==> config.mk <==
export PLATFORM = sky130hd
export DESIGN_NAME = fax_mh_run_length_decoder
export DESIGN_NICKNAME = d
export VERILOG_FILES = /design/src/fmh_pkg.sv /design/src/fax_mh_run_length_decoder.sv /design/src/fmh_front.sv /design/src/fmh_decode.sv
export SDC_FILE = /design/constraint.sdc
export NUM_CORES = 1
export LEC_CHECK = 0
export BUFFER_PORTS_ARGS = -buffer_cell sky130_fd_sc_hd__buf_2
export CAP_MARGIN = 20
export CORE_MARGIN = 4
export CORE_UTILIZATION = 40
export CTS_CLUSTER_SIZE = 8
export DETAILED_ROUTE_END_ITERATION = 6
export SLEW_MARGIN = 20
export SYNTH_ARGS = -nofsm -noshare
export SYNTH_HDL_FRONTEND = slang
export SYNTH_HIERARCHICAL = 1
export SYNTH_SLANG_ARGS = --single-unit
==> constraint.sdc <==
create_clock -name clk -period 6.2 [get_ports clk]
set_clock_uncertainty 0.15 [all_clocks]
set_input_delay 1.24 -clock clk [delete_from_list [all_inputs] [get_ports clk]]
set_output_delay 1.24 -clock clk [all_outputs]
set_load 0.03 [all_outputs]
==> src/fmh_pkg.sv <==
// Shared types, code tables and match functions for the MH run-length decoder.
// No dependencies.
package fmh_pkg;

  typedef enum logic [1:0] {
    KIND_RUN   = 2'd0,
    KIND_EOL   = 2'd1,
    KIND_ERROR = 2'd2,
    KIND_END   = 2'd3
  } kind_t;

  // one decoded event, carried from the decode engine to the output queue
  typedef struct packed {
    kind_t       kind;
    logic        colour;
    logic [11:0] run_length;
    logic        last_of_item;
  } result_t;

  // one input byte, carried from the input side to the decode engine
  typedef struct packed {
    logic [7:0] data_byte;
    logic       last_byte;
  } byte_item_t;

  typedef enum logic [1:0] {
    ST_IDLE   = 2'd0,
    ST_DECODE = 2'd1,
    ST_FINAL  = 2'd2,
    ST_END    = 2'd3
  } dec_state_t;

  // match outcome: none, partial (needs more bits), full
  typedef enum logic [1:0] {
    M_NONE = 2'd0,
    M_PART = 2'd1,
    M_FULL = 2'd2
  } match_t;

  localparam int WinW = 20;
  localparam int CntW = 5;
  localparam int QDepth = 4;

  // code word and length for the table entries
  function automatic logic [16:0] term_entry(input logic c, input logic [5:0] i);
    logic [16:0] r;
    r = '0;
    if (!c) begin
      unique case (i)
        6'd0: r={4'd8,13'h0ac}; 6'd1: r={4'd6,13'h038}; 6'd2: r={4'd4,13'h00e};
        6'd3: r={4'd4,13'h001}; 6'd4: r={4'd4,13'h00d}; 6'd5: r={4'd4,13'h003};
        6'd6: r={4'd4,13'h007}; 6'd7: r={4'd4,13'h00f}; 6'd8: r={4'd5,13'h019};
        6'd9: r={4'd5,13'h005}; 6'd10: r={4'd5,13'h01c}; 6'd11: r={4'd5,13'h002};
        6'd12: r={4'd6,13'h004}; 6'd13: r={4'd6,13'h030}; 6'd14: r={4'd6,13'h00b};
        6'd15: r={4'd6,13'h02b}; 6'd16: r={4'd6,13'h015}; 6'd17: r={4'd6,13'h035};
        6'd18: r={4'd7,13'h072}; 6'd19: r={4'd7,13'h018}; 6'd20: r={4'd7,13'h008};
        6'd21: r={4'd7,13'h074}; 6'd22: r={4'd7,13'h060}; 6'd23: r={4'd7,13'h010};
        6'd24: r={4'd7,13'h00a}; 6'd25: r={4'd7,13'h06a}; 6'd26: r={4'd7,13'h064};
        6'd27: r={4'd7,13'h012}; 6'd28: r={4'd7,13'h00c}; 6'd29: r={4'd8,13'h040};
        6'd30: r={4'd8,13'h0c0}; 6'd31: r={4'd8,13'h058}; 6'd32: r={4'd8,13'h0d8};
        6'd33: r={4'd8,13'h048}; 6'd34: r={4'd8,13'h0c8}; 6'd35: r={4'd8,13'h028};
        6'd36: r={4'd8,13'h0a8}; 6'd37: r={4'd8,13'h068}; 6'd38: r={4'd8,13'h0e8};
        6'd39: r={4'd8,13'h014}; 6'd40: r={4'd8,13'h094}; 6'd41: r={4'd8,13'h054};
        6'd42: r={4'd8,13'h0d4}; 6'd43: r={4'd8,13'h034}; 6'd44: r={4'd8,13'h0b4};
        6'd45: r={4'd8,13'h020}; 6'd46: r={4'd8,13'h0a0}; 6'd47: r={4'd8,13'h050};
        6'd48: r={4'd8,13'h0d0}; 6'd49: r={4'd8,13'h04a}; 6'd50: r={4'd8,13'h0ca};
        6'd51: r={4'd8,13'h02a}; 6'd52: r={4'd8,13'h0aa}; 6'd53: r={4'd8,13'h024};
        6'd54: r={4'd8,13'h0a4}; 6'd55: r={4'd8,13'h01a}; 6'd56: r={4'd8,13'h09a};
        6'd57: r={4'd8,13'h05a}; 6'd58: r={4'd8,13'h0da}; 6'd59: r={4'd8,13'h052};
        6'd60: r={4'd8,13'h0d2}; 6'd61: r={4'd8,13'h04c}; 6'd62: r={4'd8,13'h0cc};
        default: r={4'd8,13'h02c};
      endcase
    end else begin
      unique case (i)
        6'd0: r={4'd10,13'h3b0}; 6'd1: r={4'd3,13'h002}; 6'd2: r={4'd2,13'h003};
        6'd3: r={4'd2,13'h001}; 6'd4: r={4'd3,13'h006}; 6'd5: r={4'd4,13'h00c};
        6'd6: r={4'd4,13'h004}; 6'd7: r={4'd5,13'h018}; 6'd8: r={4'd6,13'h028};
        6'd9: r={4'd6,13'h008}; 6'd10: r={4'd7,13'h010}; 6'd11: r={4'd7,13'h050};
        6'd12: r={4'd7,13'h070}; 6'd13: r={4'd8,13'h020}; 6'd14: r={4'd8,13'h0e0};
        6'd15: r={4'd9,13'h030}; 6'd16: r={4'd10,13'h3a0}; 6'd17: r={4'd10,13'h060};
        6'd18: r={4'd10,13'h040}; 6'd19: r={4'd11,13'h730}; 6'd20: r={4'd11,13'h0b0};
        6'd21: r={4'd11,13'h1b0}; 6'd22: r={4'd11,13'h760}; 6'd23: r={4'd11,13'h0a0};
        6'd24: r={4'd11,13'h740}; 6'd25: r={4'd11,13'h0c0}; 6'd26: r={4'd12,13'h530};
        6'd27: r={4'd12,13'hd30}; 6'd28: r={4'd12,13'h330}; 6'd29: r={4'd12,13'hb30};
        6'd30: r={4'd12,13'h160}; 6'd31: r={4'd12,13'h960}; 6'd32: r={4'd12,13'h560};
        6'd33: r={4'd12,13'hd60}; 6'd34: r={4'd12,13'h4b0}; 6'd35: r={4'd12,13'hcb0};
        6'd36: r={4'd12,13'h2b0}; 6'd37: r={4'd12,13'hab0}; 6'd38: r={4'd12,13'h6b0};
        6'd39: r={4'd12,13'heb0}; 6'd40: r={4'd12,13'h360}; 6'd41: r={4'd12,13'hb60};
        6'd42: r={4'd12,13'h5b0}; 6'd43: r={4'd12,13'hdb0}; 6'd44: r={4'd12,13'h2a0};
        6'd45: r={4'd12,13'haa0}; 6'd46: r={4'd12,13'h6a0}; 6'd47: r={4'd12,13'hea0};
        6'd48: r={4'd12,13'h260}; 6'd49: r={4'd12,13'ha60}; 6'd50: r={4'd12,13'h4a0};
        6'd51: r={4'd12,13'hca0}; 6'd52: r={4'd12,13'h240}; 6'd53: r={4'd12,13'hec0};
        6'd54: r={4'd12,13'h1c0}; 6'd55: r={4'd12,13'he40}; 6'd56: r={4'd12,13'h140};
        6'd57: r={4'd12,13'h1a0}; 6'd58: r={4'd12,13'h9a0}; 6'd59: r={4'd12,13'hd40};
        6'd60: r={4'd12,13'h340}; 6'd61: r={4'd12,13'h5a0}; 6'd62: r={4'd12,13'h660};
        default: r={4'd12,13'he60};
      endcase
    end
    return r;
  endfunction

  function automatic logic [16:0] make_entry(input logic c, input logic [5:0] i);
    logic [16:0] r;
    r = '0;
    if (i >= 6'd27) begin
      unique case (i)
        6'd27: r={4'd11,13'h080}; 6'd28: r={4'd11,13'h180}; 6'd29: r={4'd11,13'h580};
        6'd30: r={4'd12,13'h480}; 6'd31: r={4'd12,13'hc80}; 6'd32: r={4'd12,13'h280};
        6'd33: r={4'd12,13'ha80}; 6'd34: r={4'd12,13'h680}; 6'd35: r={4'd12,13'he80};
        6'd36: r={4'd12,13'h380}; 6'd37: r={4'd12,13'hb80}; 6'd38: r={4'd12,13'h780};
        default: r={4'd12,13'hf80};
      endcase
    end else if (!c) begin
      unique case (i)
        6'd0: r={4'd5,13'h01b}; 6'd1: r={4'd5,13'h009}; 6'd2: r={4'd6,13'h03a};
        6'd3: r={4'd7,13'h076}; 6'd4: r={4'd8,13'h06c}; 6'd5: r={4'd8,13'h0ec};
        6'd6: r={4'd8,13'h026}; 6'd7: r={4'd8,13'h0a6}; 6'd8: r={4'd8,13'h016};
        6'd9: r={4'd8,13'h0e6}; 6'd10: r={4'd9,13'h066}; 6'd11: r={4'd9,13'h166};
        6'd12: r={4'd9,13'h096}; 6'd13: r={4'd9,13'h196}; 6'd14: r={4'd9,13'h056};
        6'd15: r={4'd9,13'h156}; 6'd16: r={4'd9,13'h0d6}; 6'd17: r={4'd9,13'h1d6};
        6'd18: r={4'd9,13'h036}; 6'd19: r={4'd9,13'h136}; 6'd20: r={4'd9,13'h0b6};
        6'd21: r={4'd9,13'h1b6}; 6'd22: r={4'd9,13'h032}; 6'd23: r={4'd9,13'h132};
        6'd24: r={4'd9,13'h0b2}; 6'd25: r={4'd6,13'h006};
        default: r={4'd9,13'h1b2};
      endcase
    end else begin
      unique case (i)
        6'd0: r={4'd10,13'h03c0}; 6'd1: r={4'd12,13'h0130}; 6'd2: r={4'd12,13'h0930};
        6'd3: r={4'd12,13'h0da0}; 6'd4: r={4'd12,13'h0cc0}; 6'd5: r={4'd12,13'h02c0};
        6'd6: r={4'd12,13'h0ac0}; 6'd7: r={4'd13,13'h06c0}; 6'd8: r={4'd13,13'h16c0};
        6'd9: r={4'd13,13'h0a40}; 6'd10: r={4'd13,13'h1a40}; 6'd11: r={4'd13,13'h0640};
        6'd12: r={4'd13,13'h1640}; 6'd13: r={4'd13,13'h09c0}; 6'd14: r={4'd13,13'h19c0};
        6'd15: r={4'd13,13'h05c0}; 6'd16: r={4'd13,13'h15c0}; 6'd17: r={4'd13,13'h0dc0};
        6'd18: r={4'd13,13'h1dc0}; 6'd19: r={4'd13,13'h0940}; 6'd20: r={4'd13,13'h1940};
        6'd21: r={4'd13,13'h0540}; 6'd22: r={4'd13,13'h1540}; 6'd23: r={4'd13,13'h0b40};
        6'd24: r={4'd13,13'h1b40}; 6'd25: r={4'd13,13'h04c0};
        default: r={4'd13,13'h14c0};
      endcase
    end
    return r;
  endfunction

  // probe one entry {len, code} against the window
  function automatic match_t probe(input logic [16:0] e, input logic [WinW-1:0] win,
                                   input logic [CntW-1:0] cnt, input logic fin);
    logic [3:0]  len;
    logic [12:0] code;
    logic [12:0] m;
    len  = e[16:13];
    code = e[12:0];
    if ({1'b0, len} <= cnt) begin
      m = 13'((14'd1 << len) - 14'd1);
      return ((win[12:0] & m) == code) ? M_FULL : M_NONE;
    end
    if (fin) return M_NONE;
    m = 13'((14'd1 << cnt[3:0]) - 14'd1);
    return ((win[12:0] & m) == (code & m)) ? M_PART : M_NONE;
  endfunction

endpackage

==> src/fax_mh_run_length_decoder.sv <==
// Top level of the T.4 modified Huffman run-length decoder.
// Depends on fmh_pkg, fmh_front and fmh_decode.
//
// Bytes enter a four-deep queue and are decoded by an engine that walks the
// EOL, terminating and makeup tables one entry per cycle, so one code search
// probes up to 106 entries (two EOL probes, 64 terminating, 40 makeup entries).
// A byte is loaded, then takes one such search for each code it completes and
// one more search that stops on the incomplete code left at its end, and then
// its final result is flushed. A last byte adds a closing search over the
// remaining bits and then the end result. The engine holds while the
// four-deep result queue has fewer than two free slots.
// A zero-length terminator gives no result; last_of_item marks the final
// result of each byte.
module fax_mh_run_length_decoder (
  input  logic        clk,
  input  logic        rst,
  input  logic        s_tvalid,
  output logic        s_tready,
  input  logic [7:0]  s_tdata,   // data_byte
  input  logic        s_tlast,   // last_byte
  output logic        m_tvalid,
  input  logic        m_tready,
  output logic [15:0] m_tdata,   // [0] colour, [12:1] run_length, [15:13] zero
  output logic [1:0]  m_tuser,   // result_kind
  output logic        m_tlast    // last_of_item
);
  fmh_pkg::byte_item_t s_item, q_item;
  fmh_pkg::result_t    r_item;
  logic q_valid, q_ready;

  assign s_item = '{data_byte: s_tdata, last_byte: s_tlast};

  fmh_front u_front (
    .clk(clk), .rst(rst), .s_tvalid(s_tvalid), .s_tready(s_tready), .s_item(s_item),
    .q_valid(q_valid), .q_ready(q_ready), .q_item(q_item)
  );

  fmh_decode u_decode (
    .clk(clk), .rst(rst), .q_valid(q_valid), .q_ready(q_ready), .q_item(q_item),
    .m_tvalid(m_tvalid), .m_tready(m_tready), .m_item(r_item)
  );

  assign m_tdata = {3'b000, r_item.run_length, r_item.colour};
  assign m_tuser = r_item.kind;
  assign m_tlast = r_item.last_of_item;

  a_run_nonzero: assert property (@(posedge clk) disable iff (rst)
    m_tvalid && m_tuser == fmh_pkg::KIND_RUN |-> m_tdata[12:1] != 12'd0)
    else $error("run result with zero length");
  a_other_clear: assert property (@(posedge clk) disable iff (rst)
    m_tvalid && m_tuser != fmh_pkg::KIND_RUN |-> m_tdata[12:0] == 13'd0)
    else $error("non-run result carries payload");
  a_end_last: assert property (@(posedge clk) disable iff (rst)
    m_tvalid && m_tuser == fmh_pkg::KIND_END |-> m_tlast)
    else $error("end result not marked last");
endmodule

==> src/fmh_front.sv <==
// Input side: registers accepted bytes into a short queue for the decode engine.
// Depends on fmh_pkg.
module fmh_front (
  input  logic                clk,
  input  logic                rst,
  input  logic                s_tvalid,
  output logic                s_tready,
  input  fmh_pkg::byte_item_t s_item,
  output logic                q_valid,
  input  logic                q_ready,
  output fmh_pkg::byte_item_t q_item
);
  fmh_pkg::byte_item_t mem [fmh_pkg::QDepth];
  logic [1:0] wr_ptr, rd_ptr;
  logic [2:0] count;
  logic push, pop;

  assign s_tready = (count != 3'(fmh_pkg::QDepth));
  assign q_valid  = (count != 3'd0);
  assign q_item   = mem[rd_ptr];
  assign push = s_tvalid && s_tready;
  assign pop  = q_valid && q_ready;

  always_ff @(posedge clk) begin
    if (push) mem[wr_ptr] <= s_item;
  end

  always_ff @(posedge clk) begin
    if (rst) begin
      wr_ptr <= '0;
      rd_ptr <= '0;
      count  <= '0;
    end else begin
      if (push) wr_ptr <= wr_ptr + 2'd1;
      if (pop)  rd_ptr <= rd_ptr + 2'd1;
      count <= count + {2'b0, push} - {2'b0, pop};
    end
  end
endmodule

==> src/fmh_decode.sv <==
// Decode engine: bit window, table search one entry per cycle while the result queue has room, result queue.
// Depends on fmh_pkg.
module fmh_decode (
  input  logic                clk,
  input  logic                rst,
  input  logic                q_valid,
  output logic                q_ready,
  input  fmh_pkg::byte_item_t q_item,
  output logic                m_tvalid,
  input  logic                m_tready,
  output fmh_pkg::result_t    m_item
);
  typedef enum logic [1:0] {PH_EOL, PH_TERM, PH_MAKE} phase_t;

  fmh_pkg::dec_state_t state, state_next;
  logic [fmh_pkg::WinW-1:0] bit_window, bit_window_next;
  logic [fmh_pkg::CntW-1:0] bit_count, bit_count_next;
  logic current_colour, current_colour_next;
  logic need_terminator, need_terminator_next;
  logic error_halt, error_halt_next;
  logic last_flag, last_flag_next;
  phase_t phase, phase_next;
  logic [5:0] idx, idx_next;
  // pending result held one slot so last_of_item can be set on the final one
  logic pend_valid, pend_valid_next;
  fmh_pkg::result_t pend, pend_next;

  // output queue
  fmh_pkg::result_t oq [fmh_pkg::QDepth];
  logic [1:0] owr, ord;
  logic [2:0] ocnt;
  logic opush, opop;
  fmh_pkg::result_t opush_item;

  logic [16:0] entry;
  fmh_pkg::match_t mr;
  logic fin;
  logic [fmh_pkg::CntW-1:0] used;
  logic [fmh_pkg::WinW-1:0] shifted;
  logic [fmh_pkg::CntW-1:0] remain;
  logic [fmh_pkg::WinW-1:0] merged;
  logic [fmh_pkg::WinW-1:0] clr_window;
  logic [fmh_pkg::CntW-1:0] clr_count;
  logic emit;
  fmh_pkg::result_t emit_item;
  logic room;

  assign m_tvalid = (ocnt != 3'd0);
  assign m_item   = oq[ord];
  assign opop     = m_tvalid && m_tready;
  // two slots free so a flush and a new result never overflow
  assign room     = (ocnt <= 3'(fmh_pkg::QDepth - 2));
  assign fin      = (state == fmh_pkg::ST_FINAL);

  always_comb begin
    unique case (phase)
      PH_EOL:  entry = (idx[0]) ? {4'd12, 13'h0800} : {4'd8, 13'h0080};
      PH_TERM: entry = fmh_pkg::term_entry(current_colour, idx);
      default: entry = fmh_pkg::make_entry(current_colour, idx);
    endcase
    mr = fmh_pkg::probe(entry, bit_window, bit_count, fin);
  end

  // shift and drop helpers
  always_comb begin
    used = {1'b0, entry[16:13]};
    if (used >= bit_count) begin
      shifted = '0;
      remain  = '0;
    end else begin
      shifted = bit_window >> used;
      remain  = bit_count - used;
    end
    // merge a new byte, bit 7 first into the lowest free position
    clr_window = (bit_count > 5'd12) ? '0 : bit_window;
    clr_count  = (bit_count > 5'd12) ? '0 : bit_count;
    merged = clr_window | (fmh_pkg::WinW'({q_item.data_byte[0], q_item.data_byte[1],
             q_item.data_byte[2], q_item.data_byte[3], q_item.data_byte[4],
             q_item.data_byte[5], q_item.data_byte[6], q_item.data_byte[7]}) << clr_count);
  end

  always_comb begin
    state_next = state;
    bit_window_next = bit_window;
    bit_count_next = bit_count;
    current_colour_next = current_colour;
    need_terminator_next = need_terminator;
    error_halt_next = error_halt;
    last_flag_next = last_flag;
    phase_next = phase;
    idx_next = idx;
    pend_valid_next = pend_valid;
    pend_next = pend;
    q_ready = 1'b0;
    emit = 1'b0;
    emit_item = '{kind: fmh_pkg::KIND_RUN, colour: 1'b0, run_length: 12'd0,
                  last_of_item: 1'b0};
    opush = 1'b0;
    opush_item = pend;

    unique case (state)
      fmh_pkg::ST_IDLE: begin
        // flush the held result as the last of its byte
        if (pend_valid && room) begin
          opush = 1'b1;
          opush_item = pend;
          opush_item.last_of_item = 1'b1;
          pend_valid_next = 1'b0;
        end else if (!pend_valid && q_valid) begin
          q_ready = 1'b1;
          last_flag_next = q_item.last_byte;
          phase_next = PH_EOL;
          idx_next = '0;
          if (error_halt) begin
            state_next = q_item.last_byte ? fmh_pkg::ST_END : fmh_pkg::ST_IDLE;
          end else begin
            bit_window_next = merged;
            bit_count_next = clr_count + 5'd8;
            state_next = fmh_pkg::ST_DECODE;
          end
        end
      end
      fmh_pkg::ST_DECODE, fmh_pkg::ST_FINAL: begin
        if (room) begin
          if (mr == fmh_pkg::M_PART) begin
            state_next = last_flag ? ((state == fmh_pkg::ST_DECODE) ? fmh_pkg::ST_FINAL
                                                                    : fmh_pkg::ST_END)
                                   : fmh_pkg::ST_IDLE;
            phase_next = PH_EOL;
            idx_next = '0;
          end else if (mr == fmh_pkg::M_FULL) begin
            phase_next = PH_EOL;
            idx_next = '0;
            bit_window_next = shifted;
            bit_count_next = remain;
            unique case (phase)
              PH_EOL: begin
                // drop the rest of the byte
                bit_window_next = shifted >> remain[2:0];
                bit_count_next = {remain[4:3], 3'b000};
                emit = 1'b1;
                emit_item.kind = fmh_pkg::KIND_EOL;
              end
              PH_TERM: begin
                if (idx != 6'd0) begin
                  emit = 1'b1;
                  emit_item.colour = current_colour;
                  emit_item.run_length = {6'd0, idx};
                end
                current_colour_next = ~current_colour;
                need_terminator_next = 1'b0;
              end
              default: begin
                emit = 1'b1;
                emit_item.colour = current_colour;
                emit_item.run_length = {idx + 6'd1, 6'd0};
                need_terminator_next = 1'b1;
              end
            endcase
          end else begin
            // no match: advance through the tables
            if (phase == PH_EOL && idx == 6'd0) begin
              idx_next = 6'd1;
            end else if (phase == PH_EOL) begin
              phase_next = PH_TERM;
              idx_next = '0;
            end else if (phase == PH_TERM && idx != 6'd63) begin
              idx_next = idx + 6'd1;
            end else if (phase == PH_TERM && !need_terminator) begin
              phase_next = PH_MAKE;
              idx_next = '0;
            end else if (phase == PH_MAKE && idx != 6'd39) begin
              idx_next = idx + 6'd1;
            end else begin
              phase_next = PH_EOL;
              idx_next = '0;
              bit_window_next = '0;
              bit_count_next = '0;
              if (fin && bit_window == '0) begin
                state_next = fmh_pkg::ST_END;
              end else begin
                emit = 1'b1;
                emit_item.kind = fmh_pkg::KIND_ERROR;
                error_halt_next = 1'b1;
                state_next = last_flag ? fmh_pkg::ST_END : fmh_pkg::ST_IDLE;
              end
            end
          end
        end
      end
      default: begin
        if (room) begin
          emit = 1'b1;
          emit_item.kind = fmh_pkg::KIND_END;
          bit_window_next = '0;
          bit_count_next = '0;
          current_colour_next = 1'b0;
          need_terminator_next = 1'b0;
          error_halt_next = 1'b0;
          state_next = fmh_pkg::ST_IDLE;
        end
      end
    endcase

    if (emit) begin
      if (pend_valid) begin
        opush = 1'b1;
        opush_item = pend;
      end
      pend_valid_next = 1'b1;
      pend_next = emit_item;
    end
  end

  always_ff @(posedge clk) begin
    if (opush) oq[owr] <= opush_item;
    pend <= pend_next;
  end

  always_ff @(posedge clk) begin
    if (rst) begin
      state <= fmh_pkg::ST_IDLE;
      bit_window <= '0;
      bit_count <= '0;
      current_colour <= 1'b0;
      need_terminator <= 1'b0;
      error_halt <= 1'b0;
      last_flag <= 1'b0;
      phase <= PH_EOL;
      idx <= '0;
      pend_valid <= 1'b0;
      owr <= '0;
      ord <= '0;
      ocnt <= '0;
    end else begin
      state <= state_next;
      bit_window <= bit_window_next;
      bit_count <= bit_count_next;
      current_colour <= current_colour_next;
      need_terminator <= need_terminator_next;
      error_halt <= error_halt_next;
      last_flag <= last_flag_next;
      phase <= phase_next;
      idx <= idx_next;
      pend_valid <= pend_valid_next;
      if (opush) owr <= owr + 2'd1;
      if (opop)  ord <= ord + 2'd1;
      ocnt <= ocnt + {2'b0, opush} - {2'b0, opop};
    end
  end
endmodule
==> results_dict.tcl, run 1 <==
set metrics [dict create \
    slew_headroom_pct 32.8 \
    drt_iter0_drc 1688 \
    startpoint "u_decode/idx[0]$_SDFFE_PP0P_" \
    grt_usage_pct 24.3 \
    synth_seq_cells 226 \
    rows 69 \
    drtPass1Iterations 5 \
    postRouteAntennaNets 0 \
    numCtsBuffers 34 \
    syn_area_um2 14500 \
    r2r-start "u_decode/idx[0]$_SDFFE_PP0P_" \
    gr-total-overflow 0 \
    drc 0 \
    final_common_cell "nand2_1" \
    post-route-util_pct 46.2 \
    yosys_most_used_dff "edfxtp_1" \
    postSynth.asyncResetShare_pct 0 \
    hold_class "reg -> reg" \
    ir_worst_vdd_mv 0.181 \
    avgSynthCellArea_um2 9.15 \
    drive_above_1_share_pct 15.8 \
    syn_to_final_growth_pct 13.4 \
    place_area_um2 15400 \
    clkSinkCount 226 \
    synthXorXnorAreaFrac_pct 1.86 \
    synth-adder-area-share_pct 3.46 \
    drv_cap 0 \
    design_area_um2 16500 \
    die-width_um 199 \
    powerDensity_nw_per_um2 340 \
    die_y_um 199 \
    cp_slowest_cell "a32oi_1" \
    antenna_found_initial 0 \
    die_area_um2 39400 \
    muxShareOfSynthArea_pct 10.6 \
    setup_viol 0 \
    synth_area_leaders "edfxtp_1 (24%), dfxtp_1 (15%), mux2i_1 (5.7%)" \
    arrival_ns 6.08 \
    antenna_cells 0 \
    vias 13100 \
    place_congestion 0.981 \
    final-hold-violation-count 0 \
    hold_start "u_decode/pend[4]$_SDFFCE_PP0N_" \
    ys_seq_area_share_pct 39.1 \
    initial_utilization_pct 40.7 \
    yosys_warnings 6 \
    maxSlewViolCount 0 \
    leakagePower_uw 0.00611 \
    port_buffers 30 \
    critical_path_class "reg -> reg" \
    clkLatencyLatePin_ns 0.51 \
    finalCritPeriodShare_pct 94.7 \
    clk_pin_slew_ns 0.05 \
    htreeDepth 2 \
    critPathCaptureType "register" \
    fin_crit_ns 5.87 \
    crit_family "compound AO/OA/AOI/OAI gates" \
    grt_pass1_vias 12600 \
    worst_pin_slew_ns 0.998 \
    layout_common_cells "nand2_1 (163), nor2_1 (139), edfxtp_1 (115)" \
    cts-root-buf "clkbuf_16" \
    wire_per_inst_um 23.1 \
    required_ns 6.41 \
    fmax_mhz 170 \
    core_area_um2 35700 \
    path_cells "ha_1 > o311a_1 > o32a_1 > a21oi_2 > nand3_1 > ha_1 > buf_4 > nor3_1 > nand2_1 > o221a_2 > nor4_1 > nand4_2 > buf_4 > o21ba_2 > a32oi_1 > inv_1 > nand2_1 > a311oi_1 > or3_1" \
    syn_inst 1586 \
    synth_edf_count 115 \
    grt_max_degree 53 \
    critPathLaunchType "register" \
    synth_top_area_share_pct 23.8 \
    cts_buffer_depth 3 \
    yosys.area_share.simple_pct 18.2 \
    via_per_inst 6.25 \
    slowest_delay_ns 0.70 \
    place_hpwl_um 35400 \
    synth-compound-area-share_pct 21.3 \
    critPathBufInv 3 \
    synth_top_area_cell "edfxtp_1" \
    routed_wl_um 48700 \
    r2r_setup_slack_ns 0.33 \
    synth_top_family_by_area "compound AO/OA/AOI/OAI gates" \
    top_level_ports 34 \
    outcome "finished clean" \
    crit_fanout 11 \
    total_power_uw 5600 \
    cts_tree "built" \
    grt_pass1_wl_um 75700 \
    nets 1673 \
    ys_types 106 \
]
## worst reg2reg max path, cell delays in order, from the launching register on
cell and delay [ns]:
dfxtp_2 0.35, ha_1 0.25, o311a_1 0.42, o32a_1 0.40, a21oi_2 0.19, nand3_1 0.10, ha_1 0.22, buf_4 0.17
nor3_1 0.24, nand2_1 0.08, o221a_2 0.28, nor4_1 0.42, nand4_2 0.21, buf_4 0.22, o21ba_2 0.25, a32oi_1 0.70
inv_1 0.24, nand2_1 0.31, a311oi_1 0.09, or3_1 0.42
## metrics by stage
| stage | TNS, ns | setup slack, ns | hold slack, ns | std cells |
|---|---|---|---|---|
| finish | 0 | 0.328 | 0.339 | 2102 |
| global route | -0.0417 | -0.0417 | 0.371 | 2102 |
| CTS | 0 | 0.119 | 0.341 | 2100 |
| detailed placement | 0 | 0.176 | 0.338 | 2044 |
| global placement | 0 | 0.280 | 0.325 | 2044 |
| floorplan | 0 | 0.0166 | 0.299 | 1588 |
## report_power, final
group / switching (uW) / internal (uW)
Clock: 640 / 1080
Combinational: 1210 / 737
Sequential: 223 / 1710
Total: 2070 / 3530
## logic make-up (layout without fill, tap and decap cells)
logic type,Yosys count,in the layout
AO/OA/AOI/OAI,446,446
XOR/XNOR,30,30
adder cells (fa/ha/maj),39,39
buffers and inverters,179,232
flip-flops,226,226
multiplexers,121,121
other,1,3
AND/OR/NAND/NOR,544,544
## synth_stat cells, types with 10 or more instances
library cell / n
nand2_1: 163
nor2_1: 141
edfxtp_1: 115
dfxtp_1: 111
a21oi_1: 96
mux2i_1: 82
o21ai_0: 77
clkbuf_1: 76
nand3_1: 54
inv_1: 43
nor3_1: 38
ha_1: 37
a22oi_1: 30
buf_2: 28
and2_1: 27
o211ai_1: 26
mux4_2: 25
a31oi_1: 20
o22ai_1: 20
nand2b_1: 18
xnor2_1: 18
a211oi_1: 16
nor2b_1: 14
nor4_1: 14
mux2_2: 13
o32ai_1: 13
a32oi_1: 11
buf_1: 11
nand4_1: 11
o21ai_1: 11
xor2_1: 11
and3_1: 10
## layer usage
| metal | vias up | GRT usage (%) | wire length, um |
|---|---|---|---|
| li1 | 6006 | - | - |
| met3 | 149 | 4.25 | 3930 |
| met1 | 6319 | 35.4 | 21700 |
| met4 | 0 | 8.74 | 1950 |
| met5 | - | 0 | 0 |
| met2 | 657 | 36.5 | 21100 |
## worst paths after layout
check,depth (start not counted),end
min,0,u_decode/oq[3][4]$_DFFE_PP_
max reg2reg,19,register
max,19,register
min reg2reg,0,u_decode/oq[3][4]$_DFFE_PP_
## area by class of cell
| type | instances | area [um^2] |
|---|---|---|
| Fill cell | 3388 | 19200 |
| Multi-Input combinational cell | 1183 | 8120 |
| Sequential cell | 226 | 5680 |
| Clock buffer | 53 | 943 |
| Timing Repair Buffer | 128 | 898 |
| Tap cell | 461 | 577 |
| Inverter | 48 | 180 |
| Clock inverter | 3 | 62.6 |
## repair_timing
item                                    CTS  global route
buffers inserted                          0             2
endpoints found under the setup margin    0            25
hold buffers                              0             0
gates resized for setup                   0            10
(Power assumes the default switching activity.)
==> run 2, diff against run 1 <==
PLACE_DENSITY = 0.67   (was unset)
==> run 2 against run 1 <==
The flow now finishes with violations (DRC). Die area unchanged. Highest routed layer is now met5. Critical path type unchanged. Clock power hardly changed. Fmax decreased by 1.9%. Non-clock buffer count fell by 5. Core utilization fell by 0.15 points. Sequential power about the same. Total power fell by 0.75%. First-iteration DRC count increased by 9.7%.
==> results_dict.tcl, run 2 (same netlist as run 1, synthesis figures left out) <==
set metrics [dict create \
    outcome "complete, but fails checks" \
    failed_checks "DRC" \
    antenna_cells 0 \
    postRouteAntennaNets 0 \
    die_y_um 199 \
    numCtsBuffers 34 \
    grtUsageMet1_pct 33.4 \
    fin_cells 2097 \
    grt_pass1_vias 12500 \
    final_common_cell "nand2_1" \
    initial_utilization_pct 40.7 \
    cts_buffer_depth 3 \
    drtPass1Iterations 7 \
    place_hpwl_um 34300 \
    r2r-start "u_decode/idx[0]$_SDFFE_PP0P_" \
    die-width_um 199 \
    min_path_cells 0 \
    powerDensity_nw_per_um2 339 \
    gr-total-overflow 0 \
    htreeDepth 2 \
    critPathLaunchType "register" \
    ir_worst_vdd_mv 0.214 \
    routed_wl_um 47800 \
    drive_above_1_share_pct 15.6 \
    total_power_uw 5560 \
    place_congestion 1.02 \
    place_area_um2 15400 \
    dpl.cell_count 2038 \
    hold_start "u_decode/pend[8]$_SDFFCE_PP0N_" \
    required_ns 6.41 \
    port_buffers 30 \
    hold_class "reg -> reg" \
    clkSinkCount 226 \
    core_area_um2 35700 \
    drv_cap 0 \
    rows 69 \
    slew_headroom_pct 28.6 \
    vias 13200 \
    nets 1668 \
    fin_crit_ns 5.98 \
    arrival_ns 6.19 \
    grt_pass1_wl_um 74400 \
    final-hold-violation-count 0 \
    setup_viol 0 \
    top_level_ports 34 \
    critPathCaptureType "register" \
    wire_per_inst_um 22.8 \
    drt_iter0_drc 1852 \
    maxSlewViolCount 0 \
    pre_cts_ws_ns -0.0107 \
    global_route.peak_usage_layer "met2" \
    die_area_um2 39400 \
    fmax_mhz 167 \
    grt_usage_pct 23.8 \
    r2r_setup_slack_ns 0.22 \
    critical_path_class "reg -> reg" \
    antenna_found_initial 2 \
    finalCritPeriodShare_pct 96.5 \
    clkLatencyLatePin_ns 0.51 \
    leakagePower_uw 0.00607 \
    grt_use_met2_pct 36.4 \
    layout_common_cells "nand2_1 (163), nor2_1 (139), edfxtp_1 (115)" \
    setup_slack_ns 0.215 \
    worst_pin_slew_ns 1.07 \
    hold_end "u_decode/oq[3][8]$_DFFE_PP_" \
    syn_to_final_growth_pct 13.0 \
    cts-root-buf "clkbuf_16" \
    via_per_inst 6.28 \
    use_met3_pct 5.00 \
    ff2ff_path_depth 24 \
    grt_max_degree 70 \
    hold_buffers 0 \
    drc 4 \
    design_area_um2 16400 \
    hold_ws_ns 0.324 \
    rsz0062_at_grt "true" \
    clk_pin_slew_ns 0.05 \
    crit_fanout 11 \
    cts_tree "built" \
]
==> run 2: critical path: stages (launching register included) <==
cell      delay, ns
dfxtp_1        0.42
buf_4          0.17
ha_1           0.31
nor2_1         0.10
o32ai_1        0.21
nand4_1        0.21
a21oi_2        0.24
nand3_1        0.10
ha_1           0.22
buf_4          0.17
o21ai_0        0.13
o21ai_0        0.12
and4_1         0.23
o21a_1         0.18
nor4_1         0.37
nand4_2        0.22
buf_4          0.20
o21ai_2        0.14
o21a_1         0.29
nor2_1         0.16
ha_1           0.38
nor2_1         0.49
a21oi_1        0.13
a21boi_0       0.35
o22ai_1        0.17
==> run 2: cell type report <==
class                   count  area, um^2
clock buffers              52         940
clock inverters             4        41.3
fillers                  3348       19200
inverters                  48         180
multi-input cells        1183        8150
flip-flops and latches    226        5680
well taps                 461         577
repair buffers            123         848
==> run 2: metrics by stage <==
stage	utilization, %	TNS, ns
floorplan	-	0
global placement	43.1	0
detailed placement	43.1	-0.0107
CTS	45.8	0
global route	46.0	-0.0281
finish	46.0	0
==> run 2: worst max-delay path by stage <==
stage | from | endpoint | cells past startpoint
final | u_decode/idx[0]$_SDFFE_PP0P_ | register | 24
after global routing | u_decode/idx[0]$_SDFFE_PP0P_ | u_decode/ocnt[2]$_SDFF_PP0_ | 28
after CTS | u_decode/idx[1]$_SDFFE_PP0P_ | u_decode/ocnt[2]$_SDFF_PP0_ | 27
after detailed placement | u_decode/idx[1]$_SDFFE_PP0P_ | u_decode/ocnt[2]$_SDFF_PP0_ | 27
after global placement | u_decode/idx[1]$_SDFFE_PP0P_ | u_decode/ocnt[2]$_SDFF_PP0_ | 26
after floorplan | u_decode/idx[1]$_SDFFE_PP0P_ | u_decode/ocnt[2]$_SDFF_PP0_ | 30
==> run 2: repair_timing <==
action	CTS	global route
endpoints found under the setup margin	2	43
pin swaps	1	2
buffers inserted	0	3
resized for setup	1	11
==> run 2: per-layer routing <==
layer / vias to the layer above / routed length, um
met5: - / 27
met4: 4 / 2170
met3: 169 / 4610
met2: 742 / 20800
met1: 6253 / 20200
li1: 6000 / -
==> run 2: report_power, final <==
part	leakage [uW]	switching, uW	total (uW)	internal (uW)
logic	0.00365	1210	1930	726
registers	0.00195	226	1940	1710
clock network	0.000471	647	1690	1040
total	0.00607	2080	5560	3480
==> run 3, diff against run 2 <==
ABC_AREA = 1   (was unset)
==> run 3 against run 2 <==
The run now ends clean. Synthesized cell count grew 21%. Total power grew 18%. Fmax grew 6.3%. Via count grew 3.7%. Cell count grew 15%. Cell area shrank 4.2%. Global-route usage is essentially flat. Largest power group is now combinational cells.
==> results_dict.tcl, run 3 <==
set metrics [dict create \
    yosys_most_used_dff "edfxtp_1" \
    grt_max_degree 39 \
    cts.repair.resized 0 \
    core_area_um2 34800 \
    synth_top_family_by_area "simple AND/OR/NAND/NOR gates" \
    pre_cts_ws_ns 0.756 \
    numCtsBuffers 35 \
    postRouteAntennaNets 0 \
    ys_types 64 \
    worst_pin_slew_ns 0.956 \
    top_level_ports 34 \
    fin_crit_ns 5.63 \
    synth_seq_cells 226 \
    cts_tree "built" \
    synth_area_leaders "edfxtp_1 (24%), dfxtp_1 (16%), nand2_1 (11%)" \
    grt_pass1_wl_um 73200 \
    grtUsageMet1_pct 33.7 \
    antenna_found_initial 0 \
    avgSynthCellArea_um2 7.37 \
    gr-total-overflow 0 \
    ir_worst_vdd_mv 0.212 \
    global_route.peak_usage_layer "met2" \
    grt_use_met2_pct 35.5 \
    rsz0062_at_grt "false" \
    powerDensity_nw_per_um2 417 \
    final-hold-violation-count 0 \
    slew_headroom_pct 35.4 \
    clk_pin_slew_ns 0.05 \
    vias 13700 \
    syn_to_final_growth_pct 10.8 \
    die_y_um 196 \
    crit_family "simple AND/OR/NAND/NOR gates" \
    port_buffers 30 \
    critPathCaptureType "register" \
    synth_edf_count 115 \
    min_path_cells 2 \
    place_hpwl_um 35100 \
    finalCritPeriodShare_pct 90.8 \
    critical_path_class "reg -> reg" \
    r2r_setup_slack_ns 0.57 \
    htreeDepth 2 \
    drive_above_1_share_pct 10.9 \
    initial_utilization_pct 40.8 \
    synth.cells.most_frequent "nand2_1 (434), nor2_1 (232), o21ai_0 (200)" \
    use_met3_pct 4.79 \
    grt_usage_pct 23.8 \
    maxSlewViolCount 0 \
    critPathLaunchType "register" \
    required_ns 6.40 \
    setup_slack_ns 0.569 \
    antenna_cells 0 \
    ff2ff_path_depth 35 \
    fillCellCount 3540 \
    nets 1990 \
    postSynth.asyncResetShare_pct 0 \
    die_area_um2 38500 \
    yosys.area_share.simple_pct 29.2 \
    rows 68 \
    leakagePower_uw 0.00651 \
    critPathBufInv 6 \
    fmax_mhz 178 \
    worst-path-stages 35 \
    post-route-util_pct 45.2 \
    wire_per_inst_um 19.5 \
    slowest_delay_ns 0.39 \
    startpoint "u_decode/idx[0]$_SDFFE_PP0P_" \
    via_per_inst 5.65 \
    muxShareOfSynthArea_pct 0.494 \
    cts_setup_buffers 0 \
    synth_top_area_cell "edfxtp_1" \
    fin_setup_tns_ns 0 \
    routed_wl_um 47100 \
    layout_common_cells "nand2_1 (434), nor2_1 (232), o21ai_0 (200)" \
    ys_seq_area_share_pct 40.0 \
    synth-adder-area-share_pct 3.55 \
    synth-compound-area-share_pct 17.2 \
    clkLatencyLatePin_ns 0.52 \
    grt_pass1_vias 12800 \
    cts-root-buf "clkbuf_16" \
    clkSinkCount 226 \
    syn_area_um2 14200 \
    place_congestion 1.06 \
    drtPass1Iterations 5 \
    hold_class "reg -> reg" \
    drc 0 \
    die-width_um 196 \
    crit_fanout 16 \
    drt_iter0_drc 1469 \
    hold_buffers 0 \
    drv_cap 0 \
    synthXorXnorAreaFrac_pct 0.803 \
    yosys_warnings 6 \
    arrival_ns 5.83 \
    synth.most_common_cell "nand2_1" \
    final_common_cell "nand2_1" \
    cp_slowest_cell "dfxtp_1" \
    syn_inst 1925 \
    outcome "finished clean" \
    cts_buffer_depth 3 \
    setup_viol 0 \
    synth_top_area_share_pct 24.4 \
    r2r-start "u_decode/idx[0]$_SDFFE_PP0P_" \
]
-- run 3: worst min-delay path by stage --
stage                                               end                                start
global placement           u_decode/ord[1]$_SDFFE_PP0P_         u_decode/ord[1]$_SDFFE_PP0P_
global route               u_decode/ord[1]$_SDFFE_PP0P_         u_decode/ord[1]$_SDFFE_PP0P_
detailed placement  u_decode/bit_window[3]$_SDFFE_PP0P_  u_decode/bit_window[3]$_SDFFE_PP0P_
finish                     u_decode/ord[1]$_SDFFE_PP0P_         u_decode/ord[1]$_SDFFE_PP0P_
floorplan                                      register         u_decode/ord[1]$_SDFFE_PP0P_
CTS                                            register         u_decode/ord[1]$_SDFFE_PP0P_
-- run 3: worst register-to-register path, delay by kind of cell, from the launching register on --
kind,cells,cell delay (ns)
and+or+nand+nor,22,2.67
AOI/OAI and AO/OA,4,0.63
adders and majority gates,3,0.89
buffers and inverters,6,0.74
DFF,1,0.39
-- run 3: layer usage --
layer	share of wire (%)	vias up
met3	9.4	125
met1	44	6340
li1	-	6505
met2	43	684
met5	0	-
met4	4.2	0
-- run 3: stage by stage --
step / hold slack [ns] / cells / power (uW) / instance area, um^2
after global placement: 0.303 / 2356 / 4710 / 14700
after floorplan: 0.286 / 1927 / 3960 / 14200
after CTS: 0.316 / 2415 / 6540 / 15700
after detailed placement: 0.309 / 2356 / 4720 / 14700
after global routing: 0.349 / 2415 / 6980 / 15700
final: 0.314 / 2415 / 6560 / 15700
-- run 3: power by group --
| group | total (uW) | internal (uW) | switching (uW) |
|---|---|---|---|
| combinational | 2770 | 795 | 1980 |
| sequential | 1990 | 1800 | 193 |
| clock | 1790 | 1120 | 676 |
| total | 6560 | 3710 | 2850 |
-- run 3: layout make-up --
| class | count | area, um^2 | share of cell area (%) |
|---|---|---|---|
| multi-input cells | 1413 | 7280 | 46.4 |
| repair buffers | 55 | 338 | 2.15 |
| well taps | 455 | 569 | 3.62 |
| inverters | 207 | 790 | 5.02 |
| clock inverters | 5 | 90.1 | 0.573 |
| flip-flops and latches | 226 | 5680 | 36.1 |
| clock buffers | 54 | 967 | 6.16 |
-- run 3: kinds of logic after synthesis --
logic type | count (synthesis)
AND/OR/NAND/NOR | 924
AO/OA/AOI/OAI | 427
buffers and inverters | 288
flip-flops | 226
adder cells (fa/ha/maj) | 39
XOR/XNOR | 13
multiplexers | 7
other | 1
